--- src/mmb_pkg.sv ---
// shared types, constants and arithmetic helpers of the model matrix builder
package mmb_pkg;

  localparam int VALUE_WIDTH = 32;
  localparam int FRAC_BITS   = 16;
  localparam int MUL_W       = VALUE_WIDTH + 1;
  localparam int PROD_W      = 2 * MUL_W;
  localparam int RED_W       = 34;
  localparam int Q30_W       = 31;
  localparam int CONV_SH     = 30 - FRAC_BITS;

  typedef logic signed [VALUE_WIDTH-1:0] val_t;

  localparam val_t VAL_MAX = {1'b0, {(VALUE_WIDTH-1){1'b1}}};
  localparam val_t VAL_MIN = {1'b1, {(VALUE_WIDTH-1){1'b0}}};
  localparam val_t ONE_Q   = val_t'(64'd1 << FRAC_BITS);

  localparam logic [RED_W-1:0] FULL_DEG    = RED_W'(64'd360 << FRAC_BITS);
  localparam logic [RED_W-1:0] QUARTER_DEG = RED_W'(64'd90 << FRAC_BITS);
  localparam logic [RED_W-1:0] ANGLE_BIAS  = RED_W'(64'd92 * (64'd360 << FRAC_BITS));
  localparam logic [MUL_W-1:0] DEG2RAD     = MUL_W'(64'd74961321);
  localparam logic [Q30_W-1:0] Q30_ONE     = Q30_W'(64'd1 << 30);
  localparam logic [Q30_W-1:0] Q30_HALF_LSB = Q30_W'(64'd1 << (CONV_SH - 1));

  // command codes of the input item
  typedef enum logic [2:0] {
    CMD_SET_POS = 3'd0,
    CMD_SET_ROT = 3'd1,
    CMD_SET_SCL = 3'd2,
    CMD_ADD_ROT = 3'd3,
    CMD_ADD_POS = 3'd4,
    CMD_MUL_SCL = 3'd5,
    CMD_UNIFORM = 3'd6,
    CMD_NONE    = 3'd7
  } cmd_e;

  typedef enum logic [1:0] {OP_NONE, OP_SET, OP_ADD, OP_MUL} op_e;
  typedef enum logic [1:0] {TGT_POS, TGT_ROT, TGT_SCL} tgt_e;

  typedef struct packed {
    logic [2:0] command;
    val_t       vec_x;
    val_t       vec_y;
    val_t       vec_z;
  } in_item_t;

  typedef struct packed {
    logic [1:0] row_index;
    val_t       col0;
    val_t       col1;
    val_t       col2;
    val_t       col3;
    logic       last_row;
  } out_item_t;

  // classified command as it travels from front to back
  typedef struct packed {
    op_e  op;
    tgt_e tgt;
    val_t v0;
    val_t v1;
    val_t v2;
  } work_t;

  // matrix sequencer operations
  typedef enum logic [3:0] {
    S_SX, S_CX, S_SY, S_CY, S_SZ, S_CZ, S_SXSY, S_CXSY,
    S_ACC, S_C0, S_C1, S_C2, S_SC0, S_SC1, S_SC2, S_ONE
  } src_e;
  typedef enum logic [2:0] {D_SXSY, D_CXSY, D_ACC, D_C0, D_C1, D_C2} dst_e;
  typedef enum logic [1:0] {M_SET, M_NEG, M_ADD, M_SUB} mode_e;
  typedef enum logic {K_MUL, K_EMIT} kind_e;

  typedef struct packed {
    kind_e      kind;
    src_e       a;
    src_e       b;
    dst_e       dst;
    mode_e      mode;
    logic [1:0] row;
  } mop_t;

  localparam logic [4:0] MAT_LAST = 5'd27;

  function automatic mop_t mk(input kind_e k, input src_e a, input src_e b,
                              input dst_e d, input mode_e m, input logic [1:0] r);
    mop_t o;
    o.kind = k; o.a = a; o.b = b; o.dst = d; o.mode = m; o.row = r;
    return o;
  endfunction

  // program for the rotation products, per-axis scaling and row transfers
  function automatic mop_t mat_op(input logic [4:0] k);
    case (k)
      5'd0:  return mk(K_MUL, S_SX, S_SY, D_SXSY, M_SET, 2'd0);
      5'd1:  return mk(K_MUL, S_CX, S_SY, D_CXSY, M_SET, 2'd0);
      5'd2:  return mk(K_MUL, S_CY, S_CZ, D_C0, M_SET, 2'd0);
      5'd3:  return mk(K_MUL, S_CY, S_SZ, D_C1, M_NEG, 2'd0);
      5'd4:  return mk(K_MUL, S_SY, S_ONE, D_C2, M_SET, 2'd0);
      5'd5:  return mk(K_MUL, S_C0, S_SC0, D_C0, M_SET, 2'd0);
      5'd6:  return mk(K_MUL, S_C1, S_SC1, D_C1, M_SET, 2'd0);
      5'd7:  return mk(K_MUL, S_C2, S_SC2, D_C2, M_SET, 2'd0);
      5'd8:  return mk(K_EMIT, S_ONE, S_ONE, D_ACC, M_SET, 2'd0);
      5'd9:  return mk(K_MUL, S_SXSY, S_CZ, D_ACC, M_SET, 2'd1);
      5'd10: return mk(K_MUL, S_CX, S_SZ, D_C0, M_ADD, 2'd1);
      5'd11: return mk(K_MUL, S_CX, S_CZ, D_ACC, M_SET, 2'd1);
      5'd12: return mk(K_MUL, S_SXSY, S_SZ, D_C1, M_SUB, 2'd1);
      5'd13: return mk(K_MUL, S_SX, S_CY, D_C2, M_NEG, 2'd1);
      5'd14: return mk(K_MUL, S_C0, S_SC0, D_C0, M_SET, 2'd1);
      5'd15: return mk(K_MUL, S_C1, S_SC1, D_C1, M_SET, 2'd1);
      5'd16: return mk(K_MUL, S_C2, S_SC2, D_C2, M_SET, 2'd1);
      5'd17: return mk(K_EMIT, S_ONE, S_ONE, D_ACC, M_SET, 2'd1);
      5'd18: return mk(K_MUL, S_SX, S_SZ, D_ACC, M_SET, 2'd2);
      5'd19: return mk(K_MUL, S_CXSY, S_CZ, D_C0, M_SUB, 2'd2);
      5'd20: return mk(K_MUL, S_CXSY, S_SZ, D_ACC, M_SET, 2'd2);
      5'd21: return mk(K_MUL, S_SX, S_CZ, D_C1, M_ADD, 2'd2);
      5'd22: return mk(K_MUL, S_CX, S_CY, D_C2, M_SET, 2'd2);
      5'd23: return mk(K_MUL, S_C0, S_SC0, D_C0, M_SET, 2'd2);
      5'd24: return mk(K_MUL, S_C1, S_SC1, D_C1, M_SET, 2'd2);
      5'd25: return mk(K_MUL, S_C2, S_SC2, D_C2, M_SET, 2'd2);
      5'd26: return mk(K_EMIT, S_ONE, S_ONE, D_ACC, M_SET, 2'd2);
      default: return mk(K_EMIT, S_ONE, S_ONE, D_ACC, M_SET, 2'd3);
    endcase
  endfunction

  // subtrahends of the angle reduction: 360 deg steps, then two quadrant steps
  function automatic logic [RED_W-1:0] red_const(input logic [3:0] k);
    case (k)
      4'd0:    return FULL_DEG << 7;
      4'd1:    return FULL_DEG << 6;
      4'd2:    return FULL_DEG << 5;
      4'd3:    return FULL_DEG << 4;
      4'd4:    return FULL_DEG << 3;
      4'd5:    return FULL_DEG << 2;
      4'd6:    return FULL_DEG << 1;
      4'd7:    return FULL_DEG;
      4'd8:    return QUARTER_DEG << 1;
      default: return QUARTER_DEG;
    endcase
  endfunction

  // series divisors: sine chain then cosine chain
  function automatic logic [5:0] div_den(input logic [2:0] k);
    case (k)
      3'd0:    return 6'd42;
      3'd1:    return 6'd20;
      3'd2:    return 6'd6;
      3'd3:    return 6'd56;
      3'd4:    return 6'd30;
      3'd5:    return 6'd12;
      default: return 6'd2;
    endcase
  endfunction

  // floor(2^32 / divisor)
  function automatic logic [31:0] div_recip(input logic [2:0] k);
    case (k)
      3'd0:    return 32'((64'd1 << 32) / 64'd42);
      3'd1:    return 32'((64'd1 << 32) / 64'd20);
      3'd2:    return 32'((64'd1 << 32) / 64'd6);
      3'd3:    return 32'((64'd1 << 32) / 64'd56);
      3'd4:    return 32'((64'd1 << 32) / 64'd30);
      3'd5:    return 32'((64'd1 << 32) / 64'd12);
      default: return 32'((64'd1 << 32) / 64'd2);
    endcase
  endfunction

  // round half up at the binary point, then saturate
  function automatic val_t qround(input logic [PROD_W-1:0] p);
    logic [PROD_W:0]             s;
    logic [PROD_W-FRAC_BITS:0]   sh;
    logic [PROD_W-VALUE_WIDTH-FRAC_BITS+1:0] hi;
    s  = {p[PROD_W-1], p} + {{(PROD_W+1-FRAC_BITS){1'b0}}, 1'b1, {(FRAC_BITS-1){1'b0}}};
    sh = s[PROD_W:FRAC_BITS];
    hi = sh[PROD_W-FRAC_BITS:VALUE_WIDTH-1];
    if (hi == '0 || hi == '1) return sh[VALUE_WIDTH-1:0];
    return sh[PROD_W-FRAC_BITS] ? VAL_MIN : VAL_MAX;
  endfunction

  function automatic val_t sat_add(input val_t a, input val_t b);
    logic [VALUE_WIDTH:0] s;
    s = {a[VALUE_WIDTH-1], a} + {b[VALUE_WIDTH-1], b};
    if (s[VALUE_WIDTH] != s[VALUE_WIDTH-1]) return s[VALUE_WIDTH] ? VAL_MIN : VAL_MAX;
    return s[VALUE_WIDTH-1:0];
  endfunction

  function automatic val_t sat_neg(input val_t a);
    if (a == VAL_MIN) return VAL_MAX;
    return -a;
  endfunction

endpackage

--- src/mmb_front.sv ---
// front end: takes input transfers, classifies the command, holds a two-entry queue
module mmb_front (
  input  logic              clk,
  input  logic              rst,
  input  logic              push,
  output logic              full,
  input  mmb_pkg::in_item_t item,
  output logic              work_valid,
  output mmb_pkg::work_t    work_item,
  input  logic              work_pop
);
  import mmb_pkg::*;

  work_t      entry [2];
  logic       wp, rp;
  logic [1:0] cnt;
  logic       take;
  work_t      dec;

  // classify the command into operation, target and operand vector
  always_comb begin
    dec.v0  = item.vec_x;
    dec.v1  = item.vec_y;
    dec.v2  = item.vec_z;
    dec.op  = OP_NONE;
    dec.tgt = TGT_POS;
    case (cmd_e'(item.command))
      CMD_SET_POS: begin dec.op = OP_SET; dec.tgt = TGT_POS; end
      CMD_SET_ROT: begin dec.op = OP_SET; dec.tgt = TGT_ROT; end
      CMD_SET_SCL: begin dec.op = OP_SET; dec.tgt = TGT_SCL; end
      CMD_ADD_ROT: begin dec.op = OP_ADD; dec.tgt = TGT_ROT; end
      CMD_ADD_POS: begin dec.op = OP_ADD; dec.tgt = TGT_POS; end
      CMD_MUL_SCL: begin dec.op = OP_MUL; dec.tgt = TGT_SCL; end
      CMD_UNIFORM: begin
        dec.op  = OP_MUL;
        dec.tgt = TGT_SCL;
        dec.v1  = item.vec_x;
        dec.v2  = item.vec_x;
      end
      default: dec.op = OP_NONE;
    endcase
  end

  assign full       = (cnt == 2'd2);
  assign work_valid = (cnt != 2'd0);
  assign work_item  = entry[rp];
  assign take       = push && !full;

  // queue pointers and storage
  always_ff @(posedge clk) begin
    if (rst) begin
      wp  <= 1'b0;
      rp  <= 1'b0;
      cnt <= 2'd0;
    end else begin
      if (take) begin
        entry[wp] <= dec;
        wp        <= ~wp;
      end
      if (work_pop) rp <= ~rp;
      cnt <= cnt + 2'(take) - 2'(work_pop);
    end
  end

endmodule

--- config.mk ---
export PLATFORM = sky130hd
export DESIGN_NAME = mmb_front
export DESIGN_NICKNAME = d
export VERILOG_FILES = /design/src/mmb_pkg.sv /design/src/mmb_front.sv
export SDC_FILE = /design/constraint.sdc
export NUM_CORES = 1
export LEC_CHECK = 0
export BUFFER_PORTS_ARGS = -buffer_cell sky130_fd_sc_hd__buf_4
export CORE_ASPECT_RATIO = 0.9
export CORE_MARGIN = 2
export CORE_UTILIZATION = 40
export DETAILED_ROUTE_END_ITERATION = 10
export PLACE_DENSITY = 0.73
export RECOVER_POWER = 25
export SYNTH_ARGS = -nofsm -noshare
export SYNTH_HDL_FRONTEND = slang
export SYNTH_SLANG_ARGS = --single-unit
--- constraint.sdc ---
create_clock -name clk -period 10.3 [get_ports clk]
set_input_delay 2.06 -clock clk [delete_from_list [all_inputs] [get_ports clk]]
set_output_delay 2.06 -clock clk [all_outputs]
set_load 0.01 [all_outputs]
## Yosys cells after proc, flatten, opt, wreduce, memory -nomap -nowiden

Memory sizes are Yosys's and may differ from the RTL's. A register that Yosys moved wholly into a read port is not among the register bits.
Cells that the tools add are included.

| storage, ports and cells | value |
|---|---|
| output and inout bits | 102 |
| memories | 1 |
| bits in registers | 4 |
| bits in writable memories | 200 |
| logic and storage cells | 32 |
| input bits | 103 |

| cells by class | value |
|---|---|
| eq/ne operators | 7 |
| reductions and logical operators | 9 |
| bitwise logic cells | 2 |
| $add $sub $neg | 2 |
| multiplexer cells | 8 |

Memory list:

| name | words | bits a word | rd ports | clocked after Yosys merged registers in | wr ports | line | text |
|---|---|---|---|---|---|---|---|
| entry | 2 | 100 | 1 | 1 | 1 | mmb_front.sv:14 | `work_t entry [2];` |

Operators by type and width:

| kind | count |
|---|---|
| 64-bit 2-to-1 mux | 1 |
| 3-bit equality test, second input constant | 3 |
| 3-bit by 2-bit equality test with 1-bit output, second input constant | 2 |
| 2-bit case mux with 3 select lines | 1 |
| 2-bit OR reduction | 3 |
| 3-bit OR reduction | 2 |
| 1-bit 2-to-1 mux | 5 |
| 2-bit case mux with 2 select lines | 1 |
| 3-bit by 1-bit equality test with 1-bit output, second input constant | 1 |
| 3-bit zero test | 1 |
| 2-bit by 1-bit adder with 2-bit output | 1 |
| 2-bit equality test, second input constant | 1 |
| 1-bit inverter | 2 |
| 2-bit nonzero test | 1 |
| 2-bit by 1-bit subtractor with 2-bit output | 1 |
| 1-bit logical AND | 1 |
| 1-bit zero test | 1 |

## Longest topological paths before layout

Gate-level depths: netlist (run 1).

| logic depth | value |
|---|---|
| word-level depth | 6 |
| gate-level depth with buffers | 8 |
| depth with buffers taken out | 8 |

## Worst setup path after synthesis (run 1)

No wires, ideal clock.

| path | value |
|---|---|
| kind | input port to flip-flop |
| start | input port push |
| end | memory entry[1][0] (netlist bit), enable pin |
| library setup time | 0.704 ns |
| setup slack | 0.154 ns |
| arrival time | 9.442 ns |
| buffers on the path | 0 |
| required time | 9.596 ns |
| cell stages on the path | 2 |
| cell sequence | nand2b_1 > nor3b_1 |

| on the way | value |
|---|---|
| word-level cells in the longest chain between the ends | 4 |

RTL lines:

| element | line | text |
|---|---|---|
| from (decl) | mmb_front.sv:5 | `input logic push,` |
| 1-bit logical AND | mmb_front.sv:47 | `assign take = push && !full;` |
| 1-bit 2-to-1 mux | mmb_front.sv:56 | `if (take) begin` |
| 1-bit 2-to-1 mux | mmb_front.sv:51 | `if (rst) begin` |
| 1-bit 2-to-1 mux (not written as such) | mmb_front.sv:57 | `entry[wp] <= dec;` |
| to (decl) | mmb_front.sv:14 |  |

No other way between the ends.

==> run metrics, run 1 <==
fin crit share=0.455; Peak VDD IR=roughly 110 uV; clock period minus final worst setup slack=4.69 ns; vias in the first global route=about 4.7k; Seq. cell area=a little over 6000 um2; most frequent cells in the layout=edfxtp_1 (200), buf_4 (175), mux2_2 (104); DRC viols=0; total clock sinks=a little over 200; ANT cells=0; sequential share of the synthesized area=0.715; Detail Placement HPWL=around 11 mm; die width=158 um; largest net degree at the start of global routing=53; Setup CP Type=flip-flop to primary output; number of CTS-inserted buffers=22; crit-path cells=buf_4 -> mux2_2 -> buf_4; cell family with most CP delay=buffers and inverters; highest metal used=met4; GPL Wtd Cong=0.735; Die ar.=around 23000 um2; Pre-Repair DR Iteration Count=4; Mapped Area=~8500 um2; clk_skew=~0.012 ns; Synth Area in Compound Gates=0.00117; I/O pins=between 200 and 250; Slew @ Worst Pin=1.67 ns; met1 wire length=7.21 mm; core area=20900 um2; CP max-delay cell=dfxtp_4; CP dominant cell by count=buf_4; vias per cell=roughly 4.8; commonest non-fill, non-tap cell in the layout=edfxtp_1; Simple-Gate Fraction of Synth Area=0.0117; CP bufs+invs=2; Syn Nets=520; postcts setup bufs=0; Routed Antenna Nets=0; CTS tree=done; detailed-route via count=about 4.5k; hold buffers post-CTS=0; Final WS setup=around 5.6 ns; main combinational cell family by area after synthesis=multiplexers; metal3 WL=about 1.2 mm; final hold violations=0; Remaining Overflow, GRT=0; crit-path max FO=52; Die Span Y=between 100 and 150 um; FF+latch count, synth=205; fillers=~1.8k; Post-Place Setup Slack=approximately 6 ns; clock root buffer=clkbuf_16; first-pass GRT wire length=approximately 25 mm; setup TNS=0 ns; FP Rows=50; Starting DRT DRC Count=about 190; overall routed net length=between 15 and 20 mm; CP arrival=2.63 ns; Mapped Cells=415; share of layout cells above drive strength 1=0.543; footprint of the multi-input gates=2160 um2; maxcap violations=1; hold_ws=around 0.52 ns; CP endpoint kind=primary output; Clock Path Buffers=3; GRT Util Overall=0.144; XOR/XNOR Fraction of Synth Area=0.00308; Clock Latency Late Sink=a little under 0.5 ns; Worst setup SP type=flip-flop; Synth Area in Adders=0.00293; Crit path largest cell delay=0.76 ns; Synth cell types=23; Hold Path Class=flip-flop to flip-flop; Post-CTS Resized=0; Initial Util=0.409; # setup viols final=0; synth warn=0; Area contributors post-synth=edfxtp_1 (70%), mux2_2 (14%), mux2_4 (11%); area post-placement=between 10000 and 15000 um2; pwr/cell area=about 190 nW/um2; multiplexer share of the synthesized area=0.244; RSZ-0062 raised after global routing=no; outcome=complete, but fails checks; mean area per synthesized cell=between 20 and 25 um2; CTS H-tree lvls=1; failing checks=max-capacitance violations, max-slew violations; Slew HR=-0.115; IO Port Bufs=between 200 and 250; fin area=~11000 um2; Synth top area share=0.703; WL/cell=approximately 18 um; Final nets=between 700 and 800; Detail Route met2 WL=slightly above 8 mm; Synth area leader=edfxtp_1; synth-to-layout area growth=26.9%; Req. time, crit path=8.24 ns; initial antenna violation count=0; Final Max Tran Viols=28; clock slew at reported path FFs=about 0.06 ns; achievable frequency=213 MHz; leakage=4.04 nW
## registers in the layout (all words and copies together), names as in the netlist, named ones only
| name | cells |
|---|---|
| wp | 1 |
| entry | 200 |
| cnt | 2 |
| rp | 1 |
## per-layer routing
metal,vias to the layer above,track usage
li1,2067,-
met1,2245,0.181
met2,145,0.249
met3,20,0.0398
met4,0,0.0313
met5,-,0
## per-stage QoR
| step | utilization | std cells | power [mW] |
|---|---|---|---|
| floorplan | - | 415 | 1.18 |
| global placement | 0.494 | 894 | 1.29 |
| detailed placement | 0.494 | 894 | 1.30 |
| CTS | 0.530 | 934 | 2.12 |
| global route | 0.519 | 934 | 2.16 |
| finish | 0.519 | 934 | 2.08 |
## cell families (layout without fill, tap and decap cells)
| family | Yosys count | after routing |
|---|---|---|
| AOI/OAI and AO/OA | 2 | 2 |
| xor gates and xnor gates | 3 | 3 |
| adders and majority gates | 2 | 2 |
| buffers and inverters | 20 | 253 |
| DFF | 205 | 205 |
| muxes | 165 | 165 |
| and+or+nand+nor | 18 | 18 |
## cell usage after synthesis
cell type / number
nand3b_1: 1
and2_1: 1
xnor2_1: 2
buf_2: 11
buf_6: 1
nand2b_1: 1
xor2_1: 1
nand3_1: 1
a21oi_1: 1
nor3_1: 2
or2_2: 1
o21ai_0: 1
nor2_1: 4
mux2_2: 105
inv_1: 2
mux2_4: 60
nor2b_1: 4
nor3b_1: 2
buf_12: 6
edfxtp_1: 200
nand2_1: 1
ha_1: 2
dfxtp_1: 5
## final timing paths
| kind | start | to | slack, ns | cells after the start |
|---|---|---|---|---|
| min | cnt[1] | cnt[1] | 0.52 | 2 |
| min reg2reg | cnt[1] | cnt[1] | 0.52 | 2 |
| max reg2reg | cnt[1] | entry[1][48] | 8.33 | 4 |
| max | flip-flop | work_item[99] | 5.61 | 3 |
## worst reg2reg max path: stages, from the launching register on
cell      delay [ns]
dfxtp_1         0.32
nor2b_1         0.14
nand2b_1        0.23
nor3b_2         0.23
buf_4           0.62
## final cells by class
type / count / area share
clock buffers: 28 / 0.0548
clock inverters: 12 / 0.0144
inverters: 2 / 0.000692
multi-input cells: 190 / 0.200
flip-flops and latches: 205 / 0.563
well taps: 286 / 0.0330
repair buffers: 211 / 0.134
## where the power goes
| part | switching [mW] | internal (mW) | total [mW] |
|---|---|---|---|
| Combinational | 0.126 | 0.144 | 0.270 |
| Sequential | 0.0195 | 0.979 | 0.999 |
| Clock | 0.304 | 0.507 | 0.811 |
| Total | 0.449 | 1.63 | 2.08 |
Note: power is estimated with default switching activity, not from simulation.
==> inputs of run 2 (changes only) <==
==> constraint.sdc (replaced) <==
create_clock -name clk -period 4.2 [get_ports clk]
set_input_delay 0.84 -clock clk [delete_from_list [all_inputs] [get_ports clk]]
set_output_delay 0.84 -clock clk [all_outputs]
set_load 0.01 [all_outputs]
==> run 2 against run 1 <==
The flow still finishes with violations (max-capacitance violations, max-slew violations). Combinational power up 150%. Final area down 0.18%. Non-clock buffer count up 1. Setup slack worse by 4.4 ns. Sequential share of layout area up 0.10 points. Sequential cell count unchanged. First-iteration DRC count down 6.4%. Count of clock-buffer cells in the layout down 1. Sequential power up 150%. Via count down 1.1%. Core utilization down 0.096 points. Highest routed layer unchanged.
==> run metrics, run 2 (synthesis results as in run 1) <==
final hold violations=0; GPL Wtd Cong=~0.77; # setup viols final=0; overall routed net length=approximately 16 mm; DRC viols=0; leakage=4.01 nW; commonest non-fill, non-tap cell in the layout=edfxtp_1; Initial Util=0.409; vias in the first global route=4840; achievable frequency=approximately 330 MHz; area post-placement=~10000 um2; crit-path max FO=42; outcome=complete, but fails checks; Cell Count, Final, Fillers Out=approximately 940; number of CTS-inserted buffers=23; hold buffers post-CTS=0; Hold Path Class=flip-flop to flip-flop; clock root buffer=clkbuf_16; total clock sinks=between 200 and 250; Crit path largest cell delay=0.72 ns; Net Sw Power=between 1 and 1.5 mW; core area=20900 um2; first-pass GRT wire length=24.9 mm; WL/cell=17.4 um; share of layout cells above drive strength 1=0.546; CTS H-tree lvls=1; die width=158 um; detailed-route via count=roughly 4.4k; power share of the clock group=0.372; vias per cell=4.73; CTS tree=done; clk_skew=~0.01 ns; I/O pins=roughly 210; Detail Placement HPWL=10.6 mm; Peak VDD IR=around 370 uV; Net Sw Frac=0.227; FP Rows=50; largest net degree at the start of global routing=around 100; pwr/cell area=458 nW/um2; setup TNS=0 ns; Req. time, crit path=between 3 and 4 ns; Final Max Tran Viols=29; RSZ-0062 raised after global routing=no; placed cells=between 800 and 900; most frequent cells in the layout=edfxtp_1 (200), buf_4 (176), mux2_2 (105); initial antenna violation count=0; postcts setup bufs=0; synth-to-layout area growth=26.7%; Slew HR=-0.110; CP endpoint kind=primary output; Setup CP Type=flip-flop to primary output; CP dominant cell by count=buf_4; fin area=10800 um2; IO Port Bufs=around 200; clock slew at reported path FFs=approximately 0.060 ns; clock period minus final worst setup slack=~3.0 ns; hold_ws=between 0.5 and 0.6 ns; maxcap violations=1; CP max-delay cell=dfxtp_4; Die ar.=around 23000 um2; Int Power=around 3.8 mW; biggest regs=entry: 200 flops, cnt: 2 flops; part of the power in registers=0.493; Slew @ Worst Pin=around 1.7 ns; Clock Latency Late Sink=0.49 ns; crit-path cells=buf_4 -> mux2_2 -> buf_4; CP arrival=roughly 2.2 ns; number of flip-flops in the largest register=200; Largest Register=entry; Pre-Repair DR Iteration Count=4; Final nets=approximately 740; fin crit share=0.717; Routed Antenna Nets=0; Post-CTS Resized=0; Clock Path Buffers=3; Remaining Overflow, GRT=0; Starting DRT DRC Count=between 150 and 200; Worst setup SP type=flip-flop; combinational group share of total power=0.135; Die Span Y=about 140 um; ANT cells=0; GRT Util Overall=0.141; failing checks=max-capacitance violations, max-slew violations
run 2: cell types whose count changed in the layout (fill, tap and decap cells not counted), sizes merged:
cell      previous run  this run
inv                  2         4
clkbuf              64        62
buf                175       177
clkinvlp             0         4
clkinv               8         7
bufinv               4         1
run 2: final cells by class:
type | count | area [um2]
clock inverter | 14 | 111
inverter | 2 | 7.51
fill | 1761 | 10100
multi-input combinational | 190 | 2170
timing repair buffer | 212 | 1470
clock buffer | 27 | 591
tap | 286 | 358
sequential | 205 | 6110
run 2: through the flow:
stage / util / total power, mW / setup slack [ns]
final: 0.518 / 4.96 / 1.19
after global routing: 0.518 / 5.16 / 1.05
after CTS: 0.529 / 5.06 / 1.13
after detailed placement: 0.495 / 3.20 / 1.67
after global placement: 0.495 / 3.18 / 1.70
after floorplan: - / 2.87 / 0.188
run 2: path summary, 6_finish.rpt:
path         cells after the start       endpoint       from  slack (ns)
max                              3  work_item[98]  flip-flop        1.19
min                              2      flip-flop         rp        0.51
max reg2reg                      4   entry[0][14]     cnt[1]        2.16
min reg2reg                      2      flip-flop         rp        0.51
run 2: layer usage:
layer / GRT usage / routed length, um / part of all wire
met5: 0 / 0 / 0
met4: 0.0465 / 533 / 0.033
met3: 0.0473 / 1340 / 0.082
met2: 0.241 / 7680 / 0.47
met1: 0.168 / 6780 / 0.42
run 2: worst max-delay path, delay by kind of cell (launching register included):
| kind | cells | cell delay (ns) |
|---|---|---|
| DFF | 1 | 0.72 |
| buffers and inverters | 2 | 0.54 |
| muxes | 1 | 0.38 |
run 2: power by group through the flow:
stage | logic [mW] | clock network, mW | registers (mW)
6_report | 0.669 | 1.84 | 2.45
5_1_grt | 0.724 | 1.98 | 2.46
4_1_cts | 0.712 | 1.90 | 2.45
3_5_place_dp | 0.707 | 0 | 2.49
3_3_place_gp | 0.691 | 0 | 2.48
2_1_floorplan | 0.398 | 0 | 2.47
==> inputs of run 3 (changes only) <==
==> constraint.sdc (replaced) <==
create_clock -name clk -period 2.6 [get_ports clk]
set_input_delay 0.52 -clock clk [delete_from_list [all_inputs] [get_ports clk]]
set_output_delay 0.52 -clock clk [all_outputs]
set_load 0.01 [all_outputs]
==> run 3 against run 2 <==
The run now ends clean. Setup slack got worse by 0.86 ns. Largest cell class unchanged. Final area increased by 0.73%. Count of clock-buffer cells in the layout is 3 higher. Critical path depth did not move.
==> run metrics, run 3 (synthesis results as in run 1) <==
Largest Register=entry; I/O pins=~210; clk_skew=0.00448 ns; final hold violations=0; Final Max Tran Viols=0; Slew @ Worst Pin=approximately 1.2 ns; Detail Placement HPWL=approximately 11 mm; fin crit share=0.873; Setup CP Type=flip-flop to primary output; CP endpoint kind=primary output; CP max-delay cell=mux2_2; # setup viols final=0; Starting DRT DRC Count=between 100 and 150; number of flip-flops in the largest register=200; Cell Count, Final, Fillers Out=roughly 940; Die Span Y=approximately 140 um; number of CTS-inserted buffers=22; hold_ws=around 0.28 ns; Seq. cell area=6110 um2; GRT Util Overall=0.144; Req. time, crit path=roughly 2.1 ns; biggest regs=entry: 200 flops, cnt: 2 flops; Worst setup SP type=flip-flop; postcts setup bufs=0; Worst Hold Depth=2; Initial Util=0.409; pwr/cell area=around 740 nW/um2; core area=approximately 21000 um2; crit-path cells=buf_12 -> mux2_2 -> buf_4; Slew HR=0.215; fillers=between 1.5k and 2k; placed cells=between 800 and 900; Die ar.=22500 um2; clock root buffer=clkbuf_16; synth-to-layout area growth=27.6%; clock period minus final worst setup slack=2.27 ns; achievable frequency=440 MHz; Remaining Overflow, GRT=0; initial antenna violation count=0; hold buffers post-CTS=0; Final Power=~8.1 mW; detailed-route via count=between 4k and 5k; first-pass GRT wire length=around 25 mm; WL/cell=between 15 and 20 um; total clock sinks=205; footprint of the multi-input gates=approximately 2200 um2; outcome=finished clean; fin util=0.522; most frequent cells in the layout=edfxtp_1 (200), buf_4 (174), mux2_2 (105); largest net degree at the start of global routing=57; ANT cells=0; vias per cell=approximately 4.8; CTS tree=done; worst reg2reg path depth=4; DRC viols=0; clock slew at reported path FFs=roughly 0.060 ns; IO Port Bufs=204; leakage=approximately 4.0 nW; Post-CTS Resized=0; Peak VDD IR=between 400 and 500 uV; FP Rows=50; maxcap violations=0; overall routed net length=roughly 17 mm; Final nets=741; commonest non-fill, non-tap cell in the layout=edfxtp_1; share of layout cells above drive strength 1=0.544; GPL Wtd Cong=approximately 0.73; vias in the first global route=between 4k and 5k; die width=158 um; Routed Antenna Nets=0; Crit path largest cell delay=0.40 ns; crit-path max FO=56; CP arrival=1.75 ns; Hold Path Class=input port to flip-flop; Pre-Repair DR Iteration Count=4; Clock Path Buffers=3; RSZ-0062 raised after global routing=no; Clock Latency Late Sink=around 0.49 ns; CTS H-tree lvls=1
[run 3: cell types whose count changed in the layout (fill, tap and decap cells not counted), sizes merged]
cell      before  now
clkinvlp       4    0
buf          177  180
clkbuf        62   65
inv            4    2
bufinv         1    2
[run 3: power breakdown]
group / switching [mW] / internal (mW)
clock: 1.20 / 1.81
combinational: 0.540 / 0.606
sequential: 0.0519 / 3.88
[run 3: layout make-up]
type	count	share of cell area
timing repair buffer	215	0.143
sequential	205	0.561
multi-input combinational	190	0.199
inverter	2	0.000689
clock buffer	30	0.0552
tap	286	0.0328
clock inverter	9	0.00826
[run 3: metrics by stage]
step                area (um2)  setup slack, ns  setup TNS [ns]
finish                   10900            0.329               0
CTS                      11200            0.290               0
global placement         10500            0.759               0
global route             10900            0.271               0
detailed placement       10500            0.737               0
floorplan                 8580            -1.02         -183.20
[run 3: metal layers]
metal | track usage | up-vias | wire length, um
li1 | - | 2073 | -
met1 | 0.184 | 2246 | 7480
met2 | 0.245 | 140 | 8100
met3 | 0.0343 | 35 | 989
met4 | 0.0398 | 0 | 426
met5 | 0 | - | 0
[run 3: worst max-delay path: cells and delay by family, from the launching register on]
family	cells	cell delay (ns)
buffers and inverters	2	0.43
DFF	1	0.37
muxes	1	0.40
[run 3: worst paths after layout]
check / from / to / slack, ns
worst max-delay path: flip-flop / work_item[11] / 0.33
worst min-delay path: rst / flip-flop / 0.28
worst max register to register: cnt[1] / entry[0][37] / 0.75
worst min register to register: cnt[1] / cnt[1] / 0.52
